===== config.mk =====
export PLATFORM = sky130hd
export DESIGN_NAME = tank_refuel_drive_cycle_fsm
export DESIGN_NICKNAME = d
export VERILOG_FILES = /design/src/rtl/trdc_pkg.sv /design/src/rtl/tank_refuel_drive_cycle_fsm.sv /design/src/rtl/trdc_cfg_regs.sv /design/src/rtl/trdc_step.sv
export SDC_FILE = /design/constraint.sdc
export NUM_CORES = 1
export LEC_CHECK = 0
export BUFFER_PORTS_ARGS = -buffer_cell sky130_fd_sc_hd__clkbuf_2
export CORE_MARGIN = 3
export CORE_UTILIZATION = 40
export DETAILED_ROUTE_END_ITERATION = 6
export HOLD_SLACK_MARGIN = 0.1
export SETUP_SLACK_MARGIN = 0.5
export SYNTH_ARGS = -nofsm -noshare
export SYNTH_HDL_FRONTEND = slang
export SYNTH_SLANG_ARGS = --single-unit

===== constraint.sdc =====
create_clock -name i_clk -period 10.25 [get_ports i_clk]
set_input_delay 1.025 -clock i_clk [delete_from_list [all_inputs] [get_ports i_clk]]
set_output_delay 1.025 -clock i_clk [all_outputs]
set_load 0.005 [all_outputs]

===== src/rtl/trdc_pkg.sv =====
// Shared types and codes for the tank refuel / drive cycle sequencer.
// No dependencies.
`default_nettype none
package trdc_pkg;

    localparam int unsigned PRESS_W = 24;
    localparam int unsigned TEMP_W  = 16;
    localparam int unsigned DENS_W  = 20;
    localparam int unsigned CNT_W   = 16;
    localparam int unsigned MODE_W  = 3;
    localparam int unsigned CFG_AW  = 3;
    localparam int unsigned CFG_DW  = 24;

    localparam logic [MODE_W-1:0] MODE_REFUEL   = 3'd0;
    localparam logic [MODE_W-1:0] MODE_DRIVE    = 3'd1;
    localparam logic [MODE_W-1:0] MODE_FINISH   = 3'd2;
    localparam logic [MODE_W-1:0] MODE_MIN_P    = 3'd3;
    localparam logic [MODE_W-1:0] MODE_MAX_T    = 3'd4;
    localparam logic [MODE_W-1:0] MODE_MIN_T    = 3'd5;
    localparam logic [MODE_W-1:0] MODE_OVERFLOW = 3'd6;
    localparam logic [MODE_W-1:0] MODE_IDLE     = 3'd7;

    localparam logic FUNC_START = 1'b0;
    localparam logic FUNC_STEP  = 1'b1;

    localparam logic [CFG_AW-1:0] CFG_MIN_DENSITY  = 3'd0;
    localparam logic [CFG_AW-1:0] CFG_MAX_DENSITY  = 3'd1;
    localparam logic [CFG_AW-1:0] CFG_MIN_TEMP     = 3'd2;
    localparam logic [CFG_AW-1:0] CFG_MAX_TEMP     = 3'd3;
    localparam logic [CFG_AW-1:0] CFG_MIN_PRESSURE = 3'd4;
    localparam logic [CFG_AW-1:0] CFG_REFUEL_COUNT = 3'd5;
    localparam logic [CFG_AW-1:0] CFG_STOP_AFTER   = 3'd6;
    localparam logic [CFG_AW-1:0] CFG_INIT_STATE   = 3'd7;

    typedef struct packed {
        logic [DENS_W-1:0]  min_density;
        logic [DENS_W-1:0]  max_density;
        logic [TEMP_W-1:0]  min_temperature;
        logic [TEMP_W-1:0]  max_temperature;
        logic [PRESS_W-1:0] min_pressure;
        logic [CNT_W-1:0]   refuel_count;
        logic               stop_after_refuel;
        logic [MODE_W-1:0]  initial_state;
    } t_cfg;

    typedef struct packed {
        logic               func;
        logic [PRESS_W-1:0] tank_pressure;
        logic [TEMP_W-1:0]  tank_temperature;
        logic [DENS_W-1:0]  tank_density;
        logic [PRESS_W-1:0] ramp_rate;
        logic [PRESS_W-1:0] target_pressure;
    } t_item;

    typedef struct packed {
        logic [MODE_W-1:0]  mode;
        logic [PRESS_W-1:0] latched_target;
        logic [CNT_W-1:0]   refuels_started;
        logic [PRESS_W-1:0] held_start_pressure;
        logic [PRESS_W-1:0] held_ramp;
        logic               held_valve;
    } t_ctx;

    typedef struct packed {
        logic               not_started;
        logic               switched;
        logic               valve_open;
        logic [PRESS_W-1:0] ramp_out;
        logic [PRESS_W-1:0] start_pressure;
        logic [MODE_W-1:0]  state;
    } t_result;

endpackage
`default_nettype wire


===== src/rtl/tank_refuel_drive_cycle_fsm.sv =====
// Top level of the tank refuel / drive cycle sequencer: input register,
// step logic, cycle state and result register. Depends on trdc_pkg,
// trdc_cfg_regs and trdc_step.
//
// Usage:
//   Input items enter on the s_axis channel: tuser carries the command
//   (0 start, 1 step), tdata the tank measurements and targets. Each item
//   gives exactly one result on the m_axis channel, in order.
//   An accepted item is held in the input register; the step logic
//   then updates the cycle state and loads the result register, from
//   which the result is presented on the m_axis channel.
//   Throughput is one item per clock: the input register advances whenever
//   the result register is empty or being drained in the same cycle.
//   When the receiver stalls, the result is held, the input register fills,
//   and o_s_axis_tready drops; no item is lost or reordered.
//   Configuration registers are written through i_cfg_we / i_cfg_addr /
//   i_cfg_wdata, one write per cycle; the user must write them only while no item is in flight (not enforced).
//   Synchronous active-low reset empties both registers, returns the cycle
//   state to not started and loads the register defaults.
`default_nettype none
module tank_refuel_drive_cycle_fsm (
    input  wire logic                        i_clk,
    input  wire logic                        i_rst_n,
    input  wire logic                        i_cfg_we,
    input  wire logic [trdc_pkg::CFG_AW-1:0] i_cfg_addr,
    input  wire logic [trdc_pkg::CFG_DW-1:0] i_cfg_wdata,
    input  wire logic                        i_s_axis_tvalid,
    output      logic                        o_s_axis_tready,
    // tank_pressure, tank_temperature, tank_density, ramp_rate,
    // target_pressure, zero pad
    input  wire logic [111:0]                i_s_axis_tdata,
    // func
    input  wire logic [0:0]                  i_s_axis_tuser,
    output      logic                        o_m_axis_tvalid,
    input  wire logic                        i_m_axis_tready,
    // state, start_pressure, ramp_out, valve_open, switched, not_started,
    // zero pad
    output      logic [55:0]                 o_m_axis_tdata
);

    trdc_pkg::t_cfg    cfg;
    trdc_pkg::t_item   r_item;
    trdc_pkg::t_ctx    r_ctx;
    trdc_pkg::t_ctx    n_ctx;
    trdc_pkg::t_result r_result;
    trdc_pkg::t_result n_result;
    logic              r_in_valid;
    logic              r_out_valid;
    logic              advance;

    trdc_cfg_regs u_cfg (
        .i_clk      (i_clk),
        .i_rst_n    (i_rst_n),
        .i_cfg_we   (i_cfg_we),
        .i_cfg_addr (i_cfg_addr),
        .i_cfg_wdata(i_cfg_wdata),
        .o_cfg      (cfg)
    );

    trdc_step u_step (
        .i_cfg   (cfg),
        .i_ctx   (r_ctx),
        .i_item  (r_item),
        .o_ctx   (n_ctx),
        .o_result(n_result)
    );

    assign advance         = r_in_valid && (!r_out_valid || i_m_axis_tready);
    assign o_s_axis_tready = !r_in_valid || advance;

    always_ff @(posedge i_clk) begin
        if (!i_rst_n) begin
            r_in_valid  <= 1'b0;
            r_out_valid <= 1'b0;
            r_ctx       <= '{mode: trdc_pkg::MODE_IDLE, default: '0};
        end else begin
            if (o_s_axis_tready) begin
                r_in_valid <= i_s_axis_tvalid;
            end
            if (advance) begin
                r_out_valid <= 1'b1;
                r_ctx       <= n_ctx;
            end else if (i_m_axis_tready) begin
                r_out_valid <= 1'b0;
            end
        end
    end

    always_ff @(posedge i_clk) begin
        if (o_s_axis_tready && i_s_axis_tvalid) begin
            r_item.func             <= i_s_axis_tuser[0];
            r_item.tank_pressure    <= i_s_axis_tdata[23:0];
            r_item.tank_temperature <= i_s_axis_tdata[39:24];
            r_item.tank_density     <= i_s_axis_tdata[59:40];
            r_item.ramp_rate        <= i_s_axis_tdata[83:60];
            r_item.target_pressure  <= i_s_axis_tdata[107:84];
        end
        if (advance) begin
            r_result <= n_result;
        end
    end

    assign o_m_axis_tvalid = r_out_valid;
    assign o_m_axis_tdata  = {2'b00, r_result};

endmodule
`default_nettype wire


===== src/rtl/trdc_cfg_regs.sv =====
// Configuration register file for the tank cycle sequencer.
// Depends on trdc_pkg.
`default_nettype none
module trdc_cfg_regs (
    input  wire logic                          i_clk,
    input  wire logic                          i_rst_n,
    input  wire logic                          i_cfg_we,
    input  wire logic [trdc_pkg::CFG_AW-1:0]   i_cfg_addr,
    input  wire logic [trdc_pkg::CFG_DW-1:0]   i_cfg_wdata,
    output trdc_pkg::t_cfg                     o_cfg
);

    trdc_pkg::t_cfg r_cfg;

    always_ff @(posedge i_clk) begin
        if (!i_rst_n) begin
            r_cfg.min_density       <= '0;
            r_cfg.max_density       <= '1;
            r_cfg.min_temperature   <= '0;
            r_cfg.max_temperature   <= '1;
            r_cfg.min_pressure      <= '0;
            r_cfg.refuel_count      <= trdc_pkg::CNT_W'(1);
            r_cfg.stop_after_refuel <= 1'b0;
            r_cfg.initial_state     <= trdc_pkg::MODE_REFUEL;
        end else if (i_cfg_we) begin
            unique case (i_cfg_addr)
                trdc_pkg::CFG_MIN_DENSITY:
                    r_cfg.min_density <= i_cfg_wdata[trdc_pkg::DENS_W-1:0];
                trdc_pkg::CFG_MAX_DENSITY:
                    r_cfg.max_density <= i_cfg_wdata[trdc_pkg::DENS_W-1:0];
                trdc_pkg::CFG_MIN_TEMP:
                    r_cfg.min_temperature <= i_cfg_wdata[trdc_pkg::TEMP_W-1:0];
                trdc_pkg::CFG_MAX_TEMP:
                    r_cfg.max_temperature <= i_cfg_wdata[trdc_pkg::TEMP_W-1:0];
                trdc_pkg::CFG_MIN_PRESSURE:
                    r_cfg.min_pressure <= i_cfg_wdata[trdc_pkg::PRESS_W-1:0];
                trdc_pkg::CFG_REFUEL_COUNT:
                    r_cfg.refuel_count <= i_cfg_wdata[trdc_pkg::CNT_W-1:0];
                trdc_pkg::CFG_STOP_AFTER:
                    r_cfg.stop_after_refuel <= i_cfg_wdata[0];
                trdc_pkg::CFG_INIT_STATE:
                    r_cfg.initial_state <= i_cfg_wdata[trdc_pkg::MODE_W-1:0];
                default: ;
            endcase
        end
    end

    assign o_cfg = r_cfg;

endmodule
`default_nettype wire


===== src/rtl/trdc_step.sv =====
// Next-state and result logic for one item of the tank cycle sequencer.
// Depends on trdc_pkg.
`default_nettype none
module trdc_step (
    input  wire trdc_pkg::t_cfg    i_cfg,
    input  wire trdc_pkg::t_ctx    i_ctx,
    input  wire trdc_pkg::t_item   i_item,
    output trdc_pkg::t_ctx    o_ctx,
    output trdc_pkg::t_result o_result
);

    always_comb begin
        logic                           last;
        logic                           do_enter;
        logic                           early;
        logic [trdc_pkg::MODE_W-1:0]    enter_mode;
        trdc_pkg::t_ctx                 ctx;

        ctx        = i_ctx;
        last       = (i_ctx.refuels_started == i_cfg.refuel_count);
        do_enter   = 1'b0;
        early      = 1'b0;
        enter_mode = trdc_pkg::MODE_IDLE;

        if (i_item.func == trdc_pkg::FUNC_START) begin
            ctx.latched_target  = '0;
            ctx.refuels_started = '0;
            if (i_cfg.initial_state == trdc_pkg::MODE_IDLE) begin
                ctx.mode                = trdc_pkg::MODE_IDLE;
                ctx.held_start_pressure = '0;
                ctx.held_ramp           = '0;
                ctx.held_valve          = 1'b0;
            end else begin
                do_enter   = 1'b1;
                enter_mode = i_cfg.initial_state;
            end
        end else begin
            unique case (i_ctx.mode)
                trdc_pkg::MODE_IDLE: early = 1'b1;
                trdc_pkg::MODE_REFUEL: begin
                    if (i_item.tank_density > i_cfg.max_density) begin
                        do_enter   = 1'b1;
                        enter_mode = trdc_pkg::MODE_OVERFLOW;
                    end else if (i_item.tank_pressure >= i_ctx.latched_target) begin
                        do_enter   = 1'b1;
                        enter_mode = (last && i_cfg.stop_after_refuel) ?
                                     trdc_pkg::MODE_FINISH : trdc_pkg::MODE_DRIVE;
                    end else if (i_item.tank_temperature > i_cfg.max_temperature) begin
                        do_enter   = 1'b1;
                        enter_mode = trdc_pkg::MODE_MAX_T;
                    end
                end
                trdc_pkg::MODE_DRIVE: begin
                    if (i_item.tank_density < i_cfg.min_density) begin
                        do_enter   = 1'b1;
                        enter_mode = last ? trdc_pkg::MODE_FINISH : trdc_pkg::MODE_REFUEL;
                    end else if (i_item.tank_temperature < i_cfg.min_temperature) begin
                        do_enter   = 1'b1;
                        enter_mode = trdc_pkg::MODE_MIN_T;
                    end else if (i_item.tank_pressure < i_cfg.min_pressure) begin
                        do_enter   = 1'b1;
                        enter_mode = trdc_pkg::MODE_MIN_P;
                    end
                end
                default: ;
            endcase
        end

        if (do_enter) begin
            ctx.mode                = enter_mode;
            ctx.held_start_pressure = '0;
            ctx.held_ramp           = '0;
            ctx.held_valve          = (enter_mode == trdc_pkg::MODE_DRIVE);
            if (enter_mode == trdc_pkg::MODE_REFUEL) begin
                ctx.latched_target      = i_item.target_pressure;
                ctx.held_start_pressure = i_item.tank_pressure;
                ctx.held_ramp           = i_item.ramp_rate;
                if (ctx.refuels_started != '1) begin
                    ctx.refuels_started = ctx.refuels_started + trdc_pkg::CNT_W'(1);
                end
            end
        end

        o_ctx                   = ctx;
        o_result.state          = ctx.mode;
        o_result.start_pressure = ctx.held_start_pressure;
        o_result.ramp_out       = ctx.held_ramp;
        o_result.valve_open     = ctx.held_valve;
        o_result.switched       = do_enter;
        o_result.not_started    = early;
    end

endmodule
`default_nettype wire


==> flow_summary.ini <==
[logic_synthesis]
synth_area_sq_um = 16670
synth_top_area_share = 0.2936
synth_cells = 1543
synth_flop_cell = dfxtp_1
synth-edff-count = 163
ys_top_cells_by_area = edfxtp_1 29%, dfxtp_1 25%, ha_1 8.9%
synth_seq_area_share = 0.5459
yosys.area.top_type = edfxtp_1
synth_cell_types = 70
ys_seq_elements = 373
yosysWarnings = 0
syn_avg_cell_area_sq_um = 10.80
synth-async-reset-ratio = 0

[placed_design]
placed_area_sq_um = 18110
placement.io_buffers = 196
dp_hpwl_um = 28710
gp_routability_congestion = 0.8222

[hold_path]
hp-start = u_cfg.o_cfg[27]$_SDFFE_PN0P_
whs_path_depth = 2
hold_path.class = flop to flop
hold_end = u_cfg.o_cfg[27]$_SDFFE_PN0P_

[power_and_ir_drop]
power_density_nw_per_um2 = 172.9
switchingPower_mw = 0.7988
vdd.ir_drop.worst_v = 0.0001161
sequentialPowerShare = 0.488
power.internal_mw = 2.572
p_sw_frac = 0.2370
p_clk_frac = 0.444
cellLeakagePower_nw = 7.638
pwr-share-comb = 0.069

[setup_path]
required_ns = 10.75
slowest_stage = o21a_2
end_kind = flop
crit_path_start_kind = flop
worst-r2r-setup-slack_ns = 5.83
path_cells = ha_1, a21oi_1, o21ai_0, a2111oi_2, o221ai_1, a21oi_1, a21oi_1, nor3_4, buf_4, o21a_2, a22o_1
cpMostUsedCell = a21oi_1
reg2reg_from = r_item[105]$_DFFE_PP_
max_stage_delay_ns = 0.94
arrival_ns = 4.92
cp_max_fo = 54
crit_type = flop to flop
reg2regPathDepth = 11
rr_endpoint = r_ctx[29]$_SDFFE_PN0P_

[sta]
fin_crit_sh = 0.4310
whs_ns = 0.4644
hold_violations = 0
worst_clock_skew_ns = 0.01498
finalSetupViolations = 0
maxSlewViolCount = 0
max_freq_mhz = 226.3
period_needed_ns = 4.418
rsz0062_at_grt = no
setup_tns_ns = 0
slew_headroom = 0.2273
tightestPinTransition_ns = 1.159

[cts]
cts_root_buf = clkbuf_16
cts_tree = yes
clkSinkCount = 373
cts_hold_buffers = 0
cts.path.max_buffers = 3
cts_setup_buffers = 0
cts.clk_slew.worst_paths_ns = 0.06
post_cts_resized = 0
numCtsBuffers = 41
clk_latency_ns = 0.57
cts_max_level = 2

[cells_and_area]
area_delta_synth_final_pct = 16.93
stdcell_area_sq_um = 19490
mostFrequentLayoutCell = nand2_1
fillers = 3732
multiInputGateArea_sq_um = 6808
regArea_sq_um = 9099
drive_above_1_share = 0.1761
final_util = 0.4752
fin_nets = 1979
antenna_cells = 0
layout_common_cells = 261 x nand2_1, 210 x dfxtp_1, 195 x clkbuf_2, 163 x edfxtp_1, 124 x inv_1

[global_route]
grtUsageMet1 = 0.2561
antenna_found_initial = 0
grt_max_degree = 81
grt_overflow_total = 0
grt_pass1_vias = 11670
grtUsageMet3 = 0.03721
grt_first_pass_wirelength_um = 63940
top_usage_layer = met2
met2_usage = 0.2899
grt_use_total = 0.1835

[floorplan]
die_h_um = 210.1
die-area_sq_um = 44160
fp-row-count = 74
core_area_sq_um = 41020
start_util = 0.4064
ios = 203
die_w_um = 210.1

[detailed_routing]
postRouteAntennaNets = 0
drcViolationCount = 0
dr.pass1.iters = 5
drt_iter0_markers = 722
via_per_inst = 5.286
wl_um = 41590
num_vias = 12060
wl_per_cell_um = 18.23

[outcome]
status = finished clean

[run]
cap_viol_max_count = 0
## flip-flops by register name, indices dropped and copies added (netlist names)
register,cells
r_in_valid,1
r_ctx,92
u_cfg.o_cfg,116
o_m_axis_tvalid,1
r_item,109
o_m_axis_tdata,54
## layer usage
metal | wire length (um) | vias to the layer above
met5 | 0 | -
met4 | 1072 | 0
met3 | 2564 | 76
met2 | 18720 | 305
met1 | 19240 | 5776
li1 | - | 5900
## layout make-up
class	count	area share
sequential	373	0.4668
multi-input combinational	968	0.3493
clock buffer	53	0.05649
timing repair buffer	207	0.05470
tap	532	0.03415
inverter	125	0.02407
clock inverter	23	0.01444
## through the flow
step,power (mW),worst slack (ns),std cells
floorplan,1.798,6.038,1544
global placement,1.900,5.867,2205
detailed placement,1.908,5.843,2205
CTS,3.411,5.822,2281
global route,3.509,5.588,2281
finish,3.371,5.832,2281
## worst max-delay path, delay by kind of cell, from the launching register on
family,cells,cell delay (ns)
AOI/OAI and AO/OA,8,2.65
buffers and inverters,1,0.56
DFF,1,0.52
and+or+nand+nor,1,0.18
adders and majority gates,1,0.39
## synthesized netlist by cell type (all sizes together) (10+ instances only)
cell type  instances
nand2            261
dfxtp            210
edfxtp           163
inv              124
ha               118
a22o              96
a21boi            86
clkbuf            64
nand3             55
a21oi             49
o211ai            42
mux2i             33
nor2              24
nand4             21
o21ai             17
xnor2             16
and4              15
nor2b             15
buf               14
and3              13
a21o              10
## logic make-up (layout without fill, tap and decap cells)
logic type / Yosys count / count (layout) / share of synthesized area
xor gates and xnor gates: 16 / 16 / 0.008407
buffers and inverters: 203 / 408 / 0.04812
AOI/OAI and AO/OA: 341 / 341 / 0.1569
muxes: 40 / 40 / 0.02455
other: 1 / 2 / 0.0002250
and+or+nand+nor: 451 / 451 / 0.1274
adders and majority gates: 118 / 118 / 0.08858
DFF: 373 / 373 / 0.5459
## power by group through the flow
stage	Clock (mW)	Combinational [mW]	Sequential, mW
CTS	1.53	0.234	1.64
detailed placement	0	0.233	1.68
global placement	0	0.226	1.67
floorplan	0	0.135	1.66
global route	1.60	0.260	1.65
finish	1.50	0.231	1.64
## how the worst max path moves through the flow
stage / from / to / slack [ns] / depth (start not counted)
finish: r_item[105]$_DFFE_PP_ / r_ctx[29]$_SDFFE_PN0P_ / 5.83 / 11
global placement: r_item[107]$_DFFE_PP_ / r_ctx[20]$_SDFFE_PN0P_ / 5.87 / 11
floorplan: i_m_axis_tready / r_ctx[64]$_SDFFE_PN0P_ / 6.04 / 11
global route: r_item[107]$_DFFE_PP_ / r_ctx[41]$_SDFFE_PN0P_ / 5.59 / 11
CTS: r_item[105]$_DFFE_PP_ / r_ctx[1]$_SDFFE_PN0P_ / 5.82 / 11
detailed placement: r_item[107]$_DFFE_PP_ / r_ctx[25]$_SDFFE_PN0P_ / 5.84 / 11
No activity file was read; power rests on OpenSTA's default activity.
